<file path="config.mk">
export PLATFORM = sky130hd
export DESIGN_NAME = ial_ctrl
export DESIGN_NICKNAME = d
export VERILOG_FILES = /design/src/rtl/ial_pkg.sv /design/src/rtl/ial_ctrl.sv
export SDC_FILE = /design/constraint.sdc
export NUM_CORES = 1
export LEC_CHECK = 0
export ABC_AREA = 1
export BUFFER_PORTS_ARGS = -buffer_cell sky130_fd_sc_hd__buf_2
export CAP_MARGIN = 20
export CORE_MARGIN = 10
export CORE_UTILIZATION = 55
export DETAILED_ROUTE_END_ITERATION = 16
export GPL_ROUTABILITY_DRIVEN = 0
export GPL_TIMING_DRIVEN = 0
export PLACE_DENSITY = 0.8
export REMOVE_ABC_BUFFERS = 1
export SYNTH_ARGS = -nofsm -noshare
export SYNTH_HDL_FRONTEND = slang
export SYNTH_SLANG_ARGS = --single-unit
</file>
<file path="constraint.sdc">
create_clock -name clk -period 6.7 [get_ports clk]
set_input_delay 0.335 -clock clk [delete_from_list [all_inputs] [get_ports clk]]
set_output_delay 0.335 -clock clk [all_outputs]
set_load 0.05 [all_outputs]
</file>
<file path="src/rtl/ial_pkg.sv">
// Shared constants, codes and types for the indexed array list.
package ial_pkg;

  localparam int unsigned CAPACITY = 256;
  localparam int unsigned ADDR_W   = (CAPACITY > 2) ? $clog2(CAPACITY) : 1;
  localparam int unsigned CNT_W    = $clog2(CAPACITY + 1);
  localparam int unsigned IDX_W    = 9;
  localparam int unsigned CMP_W    = (CNT_W > IDX_W) ? CNT_W : IDX_W;
  localparam int unsigned DATA_W   = 32;

  localparam logic [1:0] REQ_INSERT     = 2'd0;
  localparam logic [1:0] REQ_REMOVE_AT  = 2'd1;
  localparam logic [1:0] REQ_REMOVE_VAL = 2'd2;
  localparam logic [1:0] REQ_FIND       = 2'd3;

  localparam logic [1:0] ST_DONE = 2'd0;
  localparam logic [1:0] ST_MISS = 2'd1;
  localparam logic [1:0] ST_FULL = 2'd2;

  typedef struct packed {
    logic              we;
    logic [ADDR_W-1:0] waddr;
    logic [DATA_W-1:0] wdata;
    logic [ADDR_W-1:0] raddr;
  } ial_mem_req_t;

  typedef struct packed {
    logic [1:0]        status;
    logic              found;
    logic [ADDR_W-1:0] position;
    logic [CNT_W-1:0]  count;
  } ial_res_t;

endpackage

</file>
<file path="src/rtl/ial_ctrl.sv">
// Request sequencer: shift, search and count update over the entry memory.
module ial_ctrl import ial_pkg::*; (
  input  logic              clk,
  input  logic              rst_n,
  input  logic              in_fire,
  input  logic [1:0]        in_req_type,
  input  logic [IDX_W-1:0]  in_index,
  input  logic [DATA_W-1:0] in_value,
  output logic              idle,
  output ial_mem_req_t      mem_req,
  input  logic [DATA_W-1:0] mem_rdata,
  output logic              res_valid,
  input  logic              res_take,
  output ial_res_t          res
);

  typedef enum logic [4:0] {
    S_IDLE = 5'b00001,
    S_INS  = 5'b00010,
    S_DEL  = 5'b00100,
    S_SRCH = 5'b01000,
    S_RESP = 5'b10000
  } state_t;

  state_t            state_r, state_nxt;
  logic              iss_r, iss_nxt;
  logic              pend_r, pend_nxt;
  logic [CNT_W-1:0]  cnt_r, cnt_nxt;
  logic [ADDR_W-1:0] ptr_r, ptr_nxt;
  logic [ADDR_W-1:0] last_r, last_nxt;
  logic [ADDR_W-1:0] pend_addr_r, pend_addr_nxt;
  logic [ADDR_W-1:0] idx_r, idx_nxt;
  logic [DATA_W-1:0] val_r, val_nxt;
  logic [1:0]        req_r, req_nxt;
  logic [1:0]        status_r, status_nxt;
  logic              found_r, found_nxt;
  logic [ADDR_W-1:0] pos_r, pos_nxt;

  logic [CMP_W-1:0]  idx_ext, cnt_ext, idx_clamp;

  assign idx_ext   = CMP_W'(in_index);
  assign cnt_ext   = CMP_W'(cnt_r);
  assign idx_clamp = (idx_ext > cnt_ext) ? cnt_ext : idx_ext;

  always_comb begin
    state_nxt     = state_r;
    iss_nxt       = iss_r;
    pend_nxt      = pend_r;
    cnt_nxt       = cnt_r;
    ptr_nxt       = ptr_r;
    last_nxt      = last_r;
    pend_addr_nxt = pend_addr_r;
    idx_nxt       = idx_r;
    val_nxt       = val_r;
    req_nxt       = req_r;
    status_nxt    = status_r;
    found_nxt     = found_r;
    pos_nxt       = pos_r;
    mem_req.we    = 1'b0;
    mem_req.waddr = pend_addr_r;
    mem_req.wdata = mem_rdata;
    mem_req.raddr = ptr_r;

    case (state_r)
      S_IDLE: begin
        if (in_fire) begin
          req_nxt    = in_req_type;
          val_nxt    = in_value;
          status_nxt = ST_DONE;
          found_nxt  = 1'b0;
          pos_nxt    = '0;
          pend_nxt   = 1'b0;
          last_nxt   = ADDR_W'(cnt_r - CNT_W'(1));
          case (in_req_type)
            REQ_INSERT: begin
              if (cnt_r == CNT_W'(CAPACITY)) begin
                status_nxt = ST_FULL;
                state_nxt  = S_RESP;
              end else begin
                idx_nxt   = ADDR_W'(idx_clamp);
                iss_nxt   = (idx_clamp < cnt_ext);
                ptr_nxt   = ADDR_W'(cnt_r - CNT_W'(1));
                last_nxt  = ADDR_W'(idx_clamp);
                state_nxt = S_INS;
              end
            end
            REQ_REMOVE_AT: begin
              if (idx_ext >= cnt_ext) begin
                status_nxt = ST_MISS;
                state_nxt  = S_RESP;
              end else begin
                iss_nxt   = (idx_ext + CMP_W'(1) < cnt_ext);
                ptr_nxt   = ADDR_W'(idx_ext + CMP_W'(1));
                state_nxt = S_DEL;
              end
            end
            default: begin
              if (cnt_r == '0) begin
                status_nxt = ST_MISS;
                state_nxt  = S_RESP;
              end else begin
                iss_nxt   = 1'b1;
                ptr_nxt   = '0;
                state_nxt = S_SRCH;
              end
            end
          endcase
        end
      end

      S_INS: begin
        // read i-1, write it to i in the next cycle, walking downward
        pend_nxt      = iss_r;
        pend_addr_nxt = ptr_r;
        if (iss_r) begin
          if (ptr_r == last_r) iss_nxt = 1'b0;
          else                 ptr_nxt = ptr_r - ADDR_W'(1);
        end
        if (pend_r) begin
          mem_req.we    = 1'b1;
          mem_req.waddr = pend_addr_r + ADDR_W'(1);
        end else if (!iss_r) begin
          mem_req.we    = 1'b1;
          mem_req.waddr = idx_r;
          mem_req.wdata = val_r;
          cnt_nxt       = cnt_r + CNT_W'(1);
          state_nxt     = S_RESP;
        end
      end

      S_DEL: begin
        // read i+1, write it to i in the next cycle, walking upward
        pend_nxt      = iss_r;
        pend_addr_nxt = ptr_r;
        if (iss_r) begin
          if (ptr_r == last_r) iss_nxt = 1'b0;
          else                 ptr_nxt = ptr_r + ADDR_W'(1);
        end
        if (pend_r) begin
          mem_req.we    = 1'b1;
          mem_req.waddr = pend_addr_r - ADDR_W'(1);
        end else if (!iss_r) begin
          cnt_nxt   = cnt_r - CNT_W'(1);
          state_nxt = S_RESP;
        end
      end

      S_SRCH: begin
        pend_nxt      = iss_r;
        pend_addr_nxt = ptr_r;
        if (iss_r) begin
          if (ptr_r == last_r) iss_nxt = 1'b0;
          else                 ptr_nxt = ptr_r + ADDR_W'(1);
        end
        if (pend_r && (mem_rdata == val_r)) begin
          found_nxt = 1'b1;
          pos_nxt   = pend_addr_r;
          if (req_r == REQ_REMOVE_VAL) begin
            // hand over to the shift-down walk from the hit position
            iss_nxt   = (CNT_W'(pend_addr_r) + CNT_W'(1) < cnt_r);
            ptr_nxt   = pend_addr_r + ADDR_W'(1);
            pend_nxt  = 1'b0;
            state_nxt = S_DEL;
          end else begin
            state_nxt = S_RESP;
          end
        end else if (!pend_r && !iss_r) begin
          status_nxt = ST_MISS;
          state_nxt  = S_RESP;
        end
      end

      S_RESP: begin
        if (res_take) state_nxt = S_IDLE;
      end

      default: state_nxt = S_IDLE;
    endcase
  end

  always_ff @(posedge clk) begin
    if (!rst_n) begin
      state_r <= S_IDLE;
      iss_r   <= 1'b0;
      pend_r  <= 1'b0;
      cnt_r   <= '0;
    end else begin
      state_r <= state_nxt;
      iss_r   <= iss_nxt;
      pend_r  <= pend_nxt;
      cnt_r   <= cnt_nxt;
    end
  end

  always_ff @(posedge clk) begin
    ptr_r       <= ptr_nxt;
    last_r      <= last_nxt;
    pend_addr_r <= pend_addr_nxt;
    idx_r       <= idx_nxt;
    val_r       <= val_nxt;
    req_r       <= req_nxt;
    status_r    <= status_nxt;
    found_r     <= found_nxt;
    pos_r       <= pos_nxt;
  end

  assign idle         = (state_r == S_IDLE);
  assign res_valid    = (state_r == S_RESP);
  assign res.status   = status_r;
  assign res.found    = found_r;
  assign res.position = pos_r;
  assign res.count    = cnt_r;

endmodule
</file>
==> out/results.txt <==
Dpl hpwl - 16.7 mm
Crit-path cells - clkinv_1 > ha_1 > nand2_1 > nor2_1 > nand3b_1 > nand3_1 > nand2_1 > o21ai_0 > ha_1 > a21oi_1 > a31oi_1 > nor2_1 > nand2_1 > a21oi_1 > nor2_1 > nor2_1
Die W - 135 µm
Share of layout cells above drive strength 1 - 16.2%
Core outline area - 13100 µm²
PortBufs - 149
Synth cell count leaders - nand2_1, inv_1, nor2_1
Vias per cell - 5.40
Seq/Total Area, Yosys - 36.1%
Ant. Diodes - 0
Worst-margin pin slew - 1.07 ns
Avg Inst Size Synth - 6.99 µm²
Synth area leaders - edfxtp_1, nand2_1, inv_1, ha_1, nor2_1
Reg2reg end - iss_r
Die Area - 18300 µm²
# setup viols final - 0
Initial antenna violation count - 1
Layout area overhead - 16.8%
CP max stage delay - 0.49 ns
CTS Buffer Depth - 2
Startpoint Class - flop
MaxCap Viol Count - 0
Clk root buf - clkbuf_16
Vias in the first global route - 6809
Clock Latency Late Sink - 0.35 ns
PD cells - 289 nW/µm²
Initial DRC Count - 791
Yosys warns - 0
Initial core utilization - 55.5%
Max Freq - 275 MHz
GRT Util Overall - 22.6%
Drt wl/cell - 15.4 µm
Hold buffer count at cts - 0
Crit Path Max Fanout - 19
Crit path top cell by count - nor2_1
Prevailing post-synth register cell - edfxtp_1
Cell accounting for the most synthesized area - edfxtp_1
ANT nets after route - 0
Setup ws final - 3.06 ns
Min Tclk post-route - 3.64 ns
Status - finished, final reports clean
Hold WC Path Type - in2reg
Setup TNS - 0 ns
CTS tree - built
Max-slew headroom - 27.8%
Data required, critical path - 6.98 ns
Inst Count DP - 1348
Start point of the critical path - cnt_ext[6]
# rows - 42
CP endpoint kind - flop
Hold slack - 0.156 ns
DRC - 0
CTS sink count - 93
Post-CTS Setup Inserts - 0
Leak Pwr - 4.33 nW
Hold_sp - in_value[13]
Drt pass-1 iters - 5
Post-synthesis cell type count - 44
Layout Cells excl Fill - 1364
Max IR drop VDD - 150 µV
Routed Wire Length - 21.0 mm
Vias - 7369
Hold Path Depth - 1
Ports - 150
Number of synthesized register bits - 93
RSZ-0062 raised after global routing - no
Global-route wire length before repair - 33.6 mm
Worst r2r src - cnt_ext[6]
TritonCTS Buffers - 9
Final Util - 64.8%
Slowest-stage cell, CP - o21ai_0
WS Path Type - reg2reg
Layout net count - 1304
H-tree depth - 3
Gr ovfl total - 0
CTS resizes - 0
Hold EP - val_r[13]
Top cell type's share of synthesized area - 31.7%
Final-report hold violation count - 0
Most common cell in the netlist - nand2_1
Worst Reg-to-Reg Cells - 16
Pin count of the biggest net entering global routing - 47
Post-synth EDFFs - 77
Max-slew violations - 0
Crit path arrival time - 3.91 ns
Post-Syn Area - 7290 µm²
Clock skew - 0.0147 ns
Clock transition at path regs - 0.07 ns
DIE HEIGHT - 135 µm
Post-synthesis cell count - 1043
Pre-CTS setup slack - 3.18 ns
Final worst-path cycle share - 54.3%
Setup slack, reg-to-reg - 3.06 ns
Post-synth ARST share - 0%
where the power goes:
part | internal, mW | switching, mW
combinational | 0.279 | 0.744
clock | 0.295 | 0.221
sequential | 0.802 | 0.117
total | 1.38 | 1.08
worst max path at each step:
stage / end / slack (ns)
final: iss_r / 3.06
after global routing: iss_r / 2.74
after CTS: iss_r / 3.15
after detailed placement: iss_r / 3.18
after global placement: pos_r[3] / 1.53
after floorplan: found_r / 2.38
flip-flops by register name (all words and copies together) (netlist names):
name and flops:
state_r 5, pos_r 8, ptr_r 8, last_r 8
req_r 2, pend_addr_r 8, idx_r 8, cnt_ext 9
found_r 1, status_r 2, pend_r 1, iss_r 1
val_r 32
cell families after synthesis:
family | count (synthesis) | synth area share [%]
compound gates | 159 | 12.3
xor+xnor | 32 | 3.84
fa+ha+maj | 42 | 7.20
buf+inv | 188 | 10.1
flops | 93 | 36.1
simple gates | 529 | 30.5
metal layers:
metal  share of wire, %  up-vias  wire length, µm  GRT usage, %
met5              0.062        -               13             0
met4                2.1        2              440          7.00
met2                 47      344             9930          37.3
met3                9.3       39             1960          4.01
met1                 41     3292             8680          29.4
li1                   -     3692                -             -
placed cells by master (no fill, tap or decap), types with 2 or more instances in the layout:
cell       instances
inv_4              2
o21ai_0           85
o221ai_1           2
nand3b_1           3
a21o_1             2
inv_2              5
nor4_4             2
xor2_1            21
edfxtp_1          77
clkbuf_8           2
o22ai_1           11
o211ai_1           8
nand2_1          323
nor2_4             3
nor3_1            10
nand4_1           26
dfxtp_1           16
nand2_2            3
a31oi_1            4
xnor2_1           11
nand3_2            2
o221a_2            2
inv_1            158
clkinv_2           2
o31ai_1            4
buf_2            149
a21oi_1           33
clkbuf_16         10
a21oi_2            2
ha_1              42
o21a_1             3
nor4_1             2
nand3_1           32
nor2_1           117
through the flow:
stage	total power, mW	cell area [µm²]
after global routing	2.60	8520
after floorplan	1.65	7190
after detailed placement	1.94	8210
after CTS	2.45	8520
final	2.46	8520
after global placement	1.90	8150
worst max-delay path, delay by kind of cell, from the launching register on:
| kind | cells | cell delay (ns) |
|---|---|---|
| adder cells (fa/ha/maj) | 2 | 0.81 |
| buffers and inverters | 1 | 0.36 |
| AND/OR/NAND/NOR | 9 | 1.05 |
| AO/OA/AOI/OAI | 4 | 0.97 |
| flip-flops | 1 | 0.37 |
final cells by class:
| class | instances | area [µm²] |
|---|---|---|
| sequential | 93 | 2630 |
| clock buffer | 12 | 278 |
| fill | 1195 | 4620 |
| multi-input combinational | 762 | 3940 |
| timing repair buffer | 151 | 793 |
| inverter | 166 | 628 |
| tap | 176 | 220 |
| clock inverter | 4 | 27.5 |
(Power assumes the default switching activity.)
